File: src/hdl/assert_macros.svh
// assertion macros shared by the checking code of the line parser
`ifndef ASSERT_MACROS_SVH
`define ASSERT_MACROS_SVH

// same-cycle implication, disabled while reset is asserted
`define ASSERT_IMP(lbl, clk, rst_n, ante, cons) \
    lbl: assert property (@(posedge clk) disable iff (!rst_n) (ante) |-> (cons)) \
        else $error("line parser check failed (same cycle)");

// next-cycle implication, disabled while reset is asserted
`define ASSERT_NXT(lbl, clk, rst_n, ante, cons) \
    lbl: assert property (@(posedge clk) disable iff (!rst_n) (ante) |=> (cons)) \
        else $error("line parser check failed (next cycle)");

`endif

File: src/hdl/atrlp_pkg.sv
// types, character constants and digit decode for the at response line parser
package atrlp_pkg;

    // framing states
    typedef enum logic [1:0] {
        FR_IDLE   = 2'd0,
        FR_GOT_CR = 2'd1,
        FR_TEXT   = 2'd2,
        FR_END_CR = 2'd3
    } t_frame;

    // modem status codes
    typedef enum logic [2:0] {
        ST_NOT_CONN = 3'd0,
        ST_NONE     = 3'd1,
        ST_OK       = 3'd2,
        ST_ERROR    = 3'd3,
        ST_TIME     = 3'd4,
        ST_PROMPT   = 3'd5
    } t_status;

    localparam logic [7:0] CH_CR     = 8'h0D;
    localparam logic [7:0] CH_LF     = 8'h0A;
    localparam logic [7:0] CH_ZERO   = 8'h30;
    localparam logic [7:0] CH_PROMPT = 8'h3E;

    localparam logic [15:0] TXT_OK     = "OK";
    localparam logic [39:0] TXT_ERROR  = "ERROR";
    localparam logic [39:0] TXT_CCLK   = "+CCLK";
    localparam logic [15:0] TXT_PROMPT = "> ";

    localparam logic [5:0] MIN_PER_HOUR = 6'd60;

    // line bytes that classification ever looks at (prefixes and the six digit pairs)
    localparam int KEPT_BYTES = 25;
    localparam int NUM_FIELDS = 6;
    localparam int FIELD_BASE = 8;
    localparam int FIELD_STEP = 3;

    // two ascii digits to a value, wrapping at 8 bits
    function automatic logic [7:0] two_digits(input logic [7:0] hi, input logic [7:0] lo);
        logic [7:0] h;
        logic [7:0] l;
        h = hi - CH_ZERO;
        l = lo - CH_ZERO;
        return 8'(h * 8'd10) + l;
    endfunction

endpackage

File: src/hdl/atrlp_if.sv
// valid/ready channel interfaces for received bytes and parser results
interface atrlp_rx_if;
    logic       valid;
    logic       ready;
    logic [7:0] rx_byte;

    modport source (output valid, output rx_byte, input ready);
    modport sink (input valid, input rx_byte, output ready);
endinterface

interface atrlp_res_if;
    logic        valid;
    logic        ready;
    logic [2:0]  modem_status;
    logic        line_done;
    logic [7:0]  clock_year;
    logic [7:0]  clock_month;
    logic [7:0]  clock_day;
    logic [7:0]  clock_hour;
    logic [7:0]  clock_minute;
    logic [7:0]  clock_second;
    logic [13:0] minute_of_day;

    modport source (
        output valid, output modem_status, output line_done,
        output clock_year, output clock_month, output clock_day,
        output clock_hour, output clock_minute, output clock_second,
        output minute_of_day, input ready
    );
    modport sink (
        input valid, input modem_status, input line_done,
        input clock_year, input clock_month, input clock_day,
        input clock_hour, input clock_minute, input clock_second,
        input minute_of_day, output ready
    );
endinterface

File: src/hdl/at_response_line_parser.sv
// at response line parser: frames modem reply lines and classifies them
//
// usage
//   i_rx  : one received modem byte per word (valid/ready)
//   o_res : one result word per byte: modem status after the byte, a
//           line-done flag, the held clock fields and the minute of day
//   lines look like CR LF text CR (CR*) LF; the text goes into a line store
//   and is classified at the closing LF as OK, ERROR, clock reply, prompt or none;
//   a bare '>' while idle sets the prompt status at once
// timing
//   a byte is held in the input register and is then worked into the
//   result register; one byte per cycle sustained while results are taken;
//   the rate is set by the single framing/classify pass between
//   the two registers
// stalls
//   while a result waits in the result register, one more byte is taken into
//   the input register; ready drops only when both are occupied
// reset
//   synchronous, active low: framing idle, count zero, line store zero,
//   status not connected, clock fields zero, both registers empty
`include "assert_macros.svh"

module at_response_line_parser #(
    parameter int LINE_DEPTH = 32
) (
    input  logic                 i_clk,
    input  logic                 i_rst_n,
    atrlp_rx_if.sink             i_rx,
    atrlp_res_if.source          o_res
);

    // count holds 0..LINE_DEPTH
    localparam int CW = $clog2(LINE_DEPTH + 1);

    // input register
    logic       r_in_valid;
    logic [7:0] r_in_byte;

    // result register valid and per-word flag
    logic r_out_valid;
    logic r_done;

    // parser state (also the held part of the result)
    atrlp_pkg::t_frame  r_frame, n_frame;
    atrlp_pkg::t_status r_status, n_status;
    logic [CW-1:0]      r_count, n_count;
    logic [7:0]         r_line [atrlp_pkg::KEPT_BYTES];
    logic [7:0]         r_time [atrlp_pkg::NUM_FIELDS];
    logic [7:0]         n_time [atrlp_pkg::NUM_FIELDS];

    logic               advance;
    logic               work;
    logic               store_wr;
    logic               line_done;
    logic               prompt_seen;
    atrlp_pkg::t_status line_class;

    // result register frees up when empty or taken
    assign advance    = !r_out_valid || o_res.ready;
    assign i_rx.ready = !r_in_valid || advance;
    assign work       = r_in_valid && advance;

    // framing next state
    always_comb begin
        n_frame = atrlp_pkg::FR_IDLE;
        unique case (r_frame)
            atrlp_pkg::FR_IDLE: begin
                n_frame = (r_in_byte == atrlp_pkg::CH_CR) ? atrlp_pkg::FR_GOT_CR
                                                          : atrlp_pkg::FR_IDLE;
            end
            atrlp_pkg::FR_GOT_CR: begin
                n_frame = (r_in_byte == atrlp_pkg::CH_LF) ? atrlp_pkg::FR_TEXT
                                                          : atrlp_pkg::FR_IDLE;
            end
            atrlp_pkg::FR_TEXT: begin
                n_frame = (r_in_byte == atrlp_pkg::CH_CR) ? atrlp_pkg::FR_END_CR
                                                          : atrlp_pkg::FR_TEXT;
            end
            atrlp_pkg::FR_END_CR: begin
                n_frame = (r_in_byte == atrlp_pkg::CH_CR) ? atrlp_pkg::FR_END_CR
                                                          : atrlp_pkg::FR_IDLE;
            end
        endcase
    end

    // framing outputs: store write, line end, early prompt and next count
    always_comb begin
        store_wr    = (r_frame == atrlp_pkg::FR_TEXT) && (r_in_byte != atrlp_pkg::CH_CR)
                      && (r_count < CW'(LINE_DEPTH));
        line_done   = (r_frame == atrlp_pkg::FR_END_CR) && (r_in_byte == atrlp_pkg::CH_LF);
        prompt_seen = (r_frame == atrlp_pkg::FR_IDLE) && (r_in_byte == atrlp_pkg::CH_PROMPT);
        if (n_frame != atrlp_pkg::FR_TEXT) begin
            n_count = '0;
        end else if (store_wr) begin
            n_count = CW'(r_count + 1'b1);
        end else begin
            n_count = r_count;
        end
    end

    // classify by fixed leading characters, first match wins
    always_comb begin
        if ({r_line[0], r_line[1]} == atrlp_pkg::TXT_OK) begin
            line_class = atrlp_pkg::ST_OK;
        end else if ({r_line[0], r_line[1], r_line[2], r_line[3], r_line[4]}
                     == atrlp_pkg::TXT_ERROR) begin
            line_class = atrlp_pkg::ST_ERROR;
        end else if ({r_line[0], r_line[1], r_line[2], r_line[3], r_line[4]}
                     == atrlp_pkg::TXT_CCLK) begin
            line_class = atrlp_pkg::ST_TIME;
        end else if ({r_line[0], r_line[1]} == atrlp_pkg::TXT_PROMPT) begin
            line_class = atrlp_pkg::ST_PROMPT;
        end else begin
            line_class = atrlp_pkg::ST_NONE;
        end
    end

    // next status and clock fields
    always_comb begin
        if (line_done) begin
            n_status = line_class;
        end else if (prompt_seen) begin
            n_status = atrlp_pkg::ST_PROMPT;
        end else begin
            n_status = r_status;
        end
        for (int k = 0; k < atrlp_pkg::NUM_FIELDS; k++) begin
            if (line_done && (line_class == atrlp_pkg::ST_TIME)) begin
                n_time[k] = atrlp_pkg::two_digits(
                    r_line[atrlp_pkg::FIELD_BASE + atrlp_pkg::FIELD_STEP * k],
                    r_line[atrlp_pkg::FIELD_BASE + atrlp_pkg::FIELD_STEP * k + 1]);
            end else begin
                n_time[k] = r_time[k];
            end
        end
    end

    // input register
    always_ff @(posedge i_clk) begin
        if (!i_rst_n) begin
            r_in_valid <= 1'b0;
        end else if (i_rx.ready) begin
            r_in_valid <= i_rx.valid;
        end
        if (i_rx.ready && i_rx.valid) begin
            r_in_byte <= i_rx.rx_byte;
        end
    end

    // state and result register
    always_ff @(posedge i_clk) begin
        if (!i_rst_n) begin
            r_out_valid <= 1'b0;
            r_done      <= 1'b0;
            r_frame     <= atrlp_pkg::FR_IDLE;
            r_status    <= atrlp_pkg::ST_NOT_CONN;
            r_count     <= '0;
            for (int i = 0; i < atrlp_pkg::KEPT_BYTES; i++) begin
                r_line[i] <= '0;
            end
            for (int k = 0; k < atrlp_pkg::NUM_FIELDS; k++) begin
                r_time[k] <= '0;
            end
        end else if (work) begin
            r_out_valid <= 1'b1;
            r_done      <= line_done;
            r_frame     <= n_frame;
            r_status    <= n_status;
            r_count     <= n_count;
            // bytes beyond the kept prefix are never looked at
            for (int i = 0; i < atrlp_pkg::KEPT_BYTES; i++) begin
                if (store_wr && (r_count == CW'(i))) begin
                    r_line[i] <= r_in_byte;
                end
            end
            for (int k = 0; k < atrlp_pkg::NUM_FIELDS; k++) begin
                r_time[k] <= n_time[k];
            end
        end else if (o_res.ready) begin
            r_out_valid <= 1'b0;
        end
    end

    // held state only changes when a new result is loaded, so it drives the payload
    assign o_res.valid         = r_out_valid;
    assign o_res.modem_status  = r_status;
    assign o_res.line_done     = r_done;
    assign o_res.clock_year    = r_time[0];
    assign o_res.clock_month   = r_time[1];
    assign o_res.clock_day     = r_time[2];
    assign o_res.clock_hour    = r_time[3];
    assign o_res.clock_minute  = r_time[4];
    assign o_res.clock_second  = r_time[5];
    assign o_res.minute_of_day = 14'(14'(r_time[3]) * 14'(atrlp_pkg::MIN_PER_HOUR))
                                 + 14'(r_time[4]);

    // checks
    `ASSERT_IMP(a_done_classified, i_clk, i_rst_n, o_res.valid && o_res.line_done, o_res.modem_status != atrlp_pkg::ST_NOT_CONN)
    `ASSERT_IMP(a_count_only_in_text, i_clk, i_rst_n, r_frame != atrlp_pkg::FR_TEXT, r_count == '0)
    `ASSERT_NXT(a_idle_after_line, i_clk, i_rst_n, work && line_done, r_frame == atrlp_pkg::FR_IDLE && r_count == '0)
    `ASSERT_IMP(a_stall_only_full, i_clk, i_rst_n, !i_rx.ready, r_in_valid && r_out_valid)

endmodule
File: src/flat_wrapper.sv
// flat-port wrapper written by rule: the top's interface ports become plain ports
module at_response_line_parser_flat 
#(
    parameter int LINE_DEPTH = 32
)
  (i_clk, i_rst_n, i_rx_valid, i_rx_rx_byte, i_rx_ready, o_res_valid, o_res_modem_status, o_res_line_done, o_res_clock_year, o_res_clock_month, o_res_clock_day, o_res_clock_hour, o_res_clock_minute, o_res_clock_second, o_res_minute_of_day, o_res_ready);
  atrlp_rx_if i_rx_i ();
  atrlp_res_if o_res_i ();
  input  logic i_clk;
  input  logic i_rst_n;
  input wire logic [$bits(i_rx_i.valid)-1:0] i_rx_valid;
  input wire logic [$bits(i_rx_i.rx_byte)-1:0] i_rx_rx_byte;
  output wire logic [$bits(i_rx_i.ready)-1:0] i_rx_ready;
  output wire logic [$bits(o_res_i.valid)-1:0] o_res_valid;
  output wire logic [$bits(o_res_i.modem_status)-1:0] o_res_modem_status;
  output wire logic [$bits(o_res_i.line_done)-1:0] o_res_line_done;
  output wire logic [$bits(o_res_i.clock_year)-1:0] o_res_clock_year;
  output wire logic [$bits(o_res_i.clock_month)-1:0] o_res_clock_month;
  output wire logic [$bits(o_res_i.clock_day)-1:0] o_res_clock_day;
  output wire logic [$bits(o_res_i.clock_hour)-1:0] o_res_clock_hour;
  output wire logic [$bits(o_res_i.clock_minute)-1:0] o_res_clock_minute;
  output wire logic [$bits(o_res_i.clock_second)-1:0] o_res_clock_second;
  output wire logic [$bits(o_res_i.minute_of_day)-1:0] o_res_minute_of_day;
  input wire logic [$bits(o_res_i.ready)-1:0] o_res_ready;
  assign i_rx_i.valid = i_rx_valid;
  assign i_rx_i.rx_byte = i_rx_rx_byte;
  assign i_rx_ready = i_rx_i.ready;
  assign o_res_valid = o_res_i.valid;
  assign o_res_modem_status = o_res_i.modem_status;
  assign o_res_line_done = o_res_i.line_done;
  assign o_res_clock_year = o_res_i.clock_year;
  assign o_res_clock_month = o_res_i.clock_month;
  assign o_res_clock_day = o_res_i.clock_day;
  assign o_res_clock_hour = o_res_i.clock_hour;
  assign o_res_clock_minute = o_res_i.clock_minute;
  assign o_res_clock_second = o_res_i.clock_second;
  assign o_res_minute_of_day = o_res_i.minute_of_day;
  assign o_res_i.ready = o_res_ready;
  at_response_line_parser #(.LINE_DEPTH(LINE_DEPTH)) u_core (.i_clk(i_clk), .i_rst_n(i_rst_n), .i_rx(i_rx_i), .o_res(o_res_i));
endmodule
File: config.mk
export PLATFORM = sky130hd
export DESIGN_NAME = at_response_line_parser_flat
export DESIGN_NICKNAME = d
export VERILOG_FILES = /design/src/hdl/atrlp_pkg.sv /design/src/hdl/atrlp_if.sv /design/src/hdl/at_response_line_parser.sv /design/src/flat_wrapper.sv
export VERILOG_INCLUDE_DIRS = /design/src /design/src/hdl
export SDC_FILE = /design/constraint.sdc
export NUM_CORES = 1
export LEC_CHECK = 0
export BUFFER_PORTS_ARGS = -buffer_cell sky130_fd_sc_hd__buf_2
export CORE_MARGIN = 3
export CORE_UTILIZATION = 45
export DETAILED_ROUTE_END_ITERATION = 10
export PLACE_DENSITY = 0.62
export SKIP_CTS_REPAIR_TIMING = 1
export SLEW_MARGIN = 0
export SYNTH_ARGS = -nofsm -noshare
export SYNTH_HDL_FRONTEND = slang
export SYNTH_SLANG_ARGS = --single-unit
File: constraint.sdc
create_clock -name i_clk -period 5.15 [get_ports i_clk]
set_input_delay 0.515 -clock i_clk [delete_from_list [all_inputs] [get_ports i_clk]]
set_output_delay 0.515 -clock i_clk [all_outputs]
set_load 0.03 [all_outputs]
==> impl_metrics.ini <==
[clocking]
clkSinkCount = 200
cts_tree = built
cts_root_buf = clkbuf_16
cts_made_buffers = 17
htreeDepth = 4
clock_latency_ns = 0.43
clock_path_buffers = 2
clk_pin_slew_ns = 0.07

[worst_hold_path]
hold_path_class = input pin to flip-flop

[synthesis]
synth_warnings = 0
netlist_instances = 949
synth_edf_count = 186
synth.area.mux_share = 0
yosysTopAreaCell = edfxtp_1
synth_xor_area_frac = 0.06398
synth-simple-area-share = 0.1353
synth_cell_types = 65
synth_fp_nets = 1126
synth-async-reset-ratio = 0
syn_area_um2 = 11500
yosysSeqAreaShare = 0.5101
synth_seq_cells = 200
ys_top_cells_by_area = edfxtp_1, ha_1, xnor2_1
syn_area_per_cell_um2 = 12.12
synth_compound_area_frac = 0.05538
synth_ff_type = edfxtp_1
synth_top_cell_area_share = 0.4857
synthAdderAreaFrac = 0.1965
synth_top_family_by_area = adder cells

[sta]
finalClockSkew_ns = 0.01331
drv_slew = 0
rsz0062_at_grt = false
finalSetupViolCount = 0
timing.final.crit_share = 0.9047
hold-worst-slack_ns = 0.2535
relSlewSlack = 0.2458
fmax_mhz = 214.6
worst_pin_slew_ns = 1.119
min_period_ns = 4.659
finalHoldViolations = 0
setup_tns_ns = 0

[place]
place_hpwl_um = 15270
io_buffers = 79
gp_congestion = 0.8538
dp.cells = 1330

[die]
die_w_um = 165.9
initial_utilization = 0.4647
die-area_um2 = 27510
num_io_pins = 80
die_y_um = 165.9
rows = 57
coreArea_um2 = 24750

[drt]
drcViolationCount = 0
vias = 6910
wl_per_cell_um = 15.62
drtPass1Iterations = 4
ant_nets = 0
via_per_inst = 5.073
drt_iter0_drc = 399
wl_um = 21270

[cells_and_area]
fillCellCount = 2184
nNetsFinal = 1202
final_cell_mix = edfxtp_1, nor2_1, ha_1
drive_above_1_share = 0.1272
layout_commonest_cell = edfxtp_1
syn_to_final_growth_pct = 10.86
final_cells = 1362
diodes = 0
utilization = 0.5151

[global_route]
antenna_found_initial = 0
grt_pass1_wl_um = 35480
grt_max_degree = 34
overflow = 0
track_usage = 0.1600
grt_pass1_vias = 6959

[critical_path]
critPathSlowestCell = fa_1
critical_path_buf_inv_count = 1
worstPathMaxFanout = 4
max_stage_delay_ns = 0.60
cp_cell_sequence = fa_1 > fa_1 > ha_1 > a21o_1 > a21oi_1 > xnor2_1 > ha_1 > o21ai_0 > nand2b_1 > o41a_1 > and4bb_2 > nand3_1 > xnor2_1 > buf_2
critPathLaunchType = flip-flop
critPathKind = flip-flop to primary output
critPathArrivalTime_ns = 4.14
end_kind = primary output
required_ns = 4.64
cp_top_family = adder cells

[power]
powerDensity_nw_per_um2 = 333.6
leakagePower_nw = 5.587
irDropWorstVdd_uv = 236.9
power_mw = 4.253

[run]
maxCapViolations = 0

[status]
outcome = finished clean
report_power, final:
group / internal, mW / switching, mW
logic: 0.441 / 0.680
registers: 1.85 / 0.0378
clock network: 0.628 / 0.613
total: 2.92 / 1.33
logic make-up after synthesis:
group | Yosys count
compound gates | 96
xor+xnor | 84
fa+ha+maj | 165
buf+inv | 111
flops | 200
simple gates | 293
state kept, by name, summed over array words and instances, names as in the netlist:
signal / flops
u_core.r_frame: 2
u_core.r_in_valid: 1
u_core.o_res.line_done: 1
u_core.r_time: 48
u_core.r_line: 130
u_core.o_res.modem_status: 3
u_core.o_res.valid: 1
u_core.r_in_byte: 8
u_core.r_count: 6
through the flow:
step / instance area (um^2) / worst slack [ns]
finish: 12750 / 0.4907
global route: 12750 / 0.1566
global placement: 12210 / 1.009
CTS: 12750 / 0.4461
detailed placement: 12210 / 0.9344
floorplan: 11500 / 0.7901
path summary, 6_finish.rpt:
check	startpoint	end	slack [ns]	cells after the start
max	u_core.r_time[0][24]	o_res_minute_of_day[13]	0.49	14
min	i_rx_rx_byte[1]	u_core.r_in_byte[1]	0.25	1
max reg2reg	u_core.r_line[4][5]	u_core.r_time[0][6]	1.81	7
min reg2reg	u_core.o_res.modem_status[0]	u_core.o_res.modem_status[0]	0.50	1
worst reg2reg max path, stage by stage (launching register included):
cell and delay (ns):
edfxtp_1 0.37, or4b_1 0.52, nor3b_1 0.23, nand4_1 0.20, nor4_2 0.46, nand2_1 0.15
nand2_2 0.69, buf_4 0.41
layout make-up:
| cell class | count | area (um^2) | share of cell area |
|---|---|---|---|
| multi-input cells | 638 | 5191 | 0.4072 |
| inverters | 85 | 319.1 | 0.02503 |
| well taps | 324 | 405.4 | 0.03180 |
| clock buffers | 17 | 425.4 | 0.03337 |
| flip-flops and latches | 200 | 5866 | 0.4601 |
| repair buffers | 83 | 425.4 | 0.03337 |
| clock inverters | 15 | 116.4 | 0.009128 |
synthesized netlist by cell type, types with 10 or more instances:
library cell,count
xnor2_1,67
inv_1,85
and3_1,25
ha_1,139
fa_1,26
clkbuf_1,18
a21oi_1,33
nor2b_1,10
xor2_1,17
nor2_1,150
a21o_1,17
edfxtp_1,186
dfxtp_1,14
o21ai_0,11
nand2_1,42
routing by layer:
layer | GRT usage | share of wire | up-vias
li1 | - | - | 3483
met1 | 0.2199 | 0.48 | 3271
met2 | 0.2599 | 0.46 | 131
met3 | 0.02737 | 0.039 | 25
met4 | 0.05316 | 0.019 | 0
met5 | 0 | 0 | -
Power figures use the tool's default switching activity.
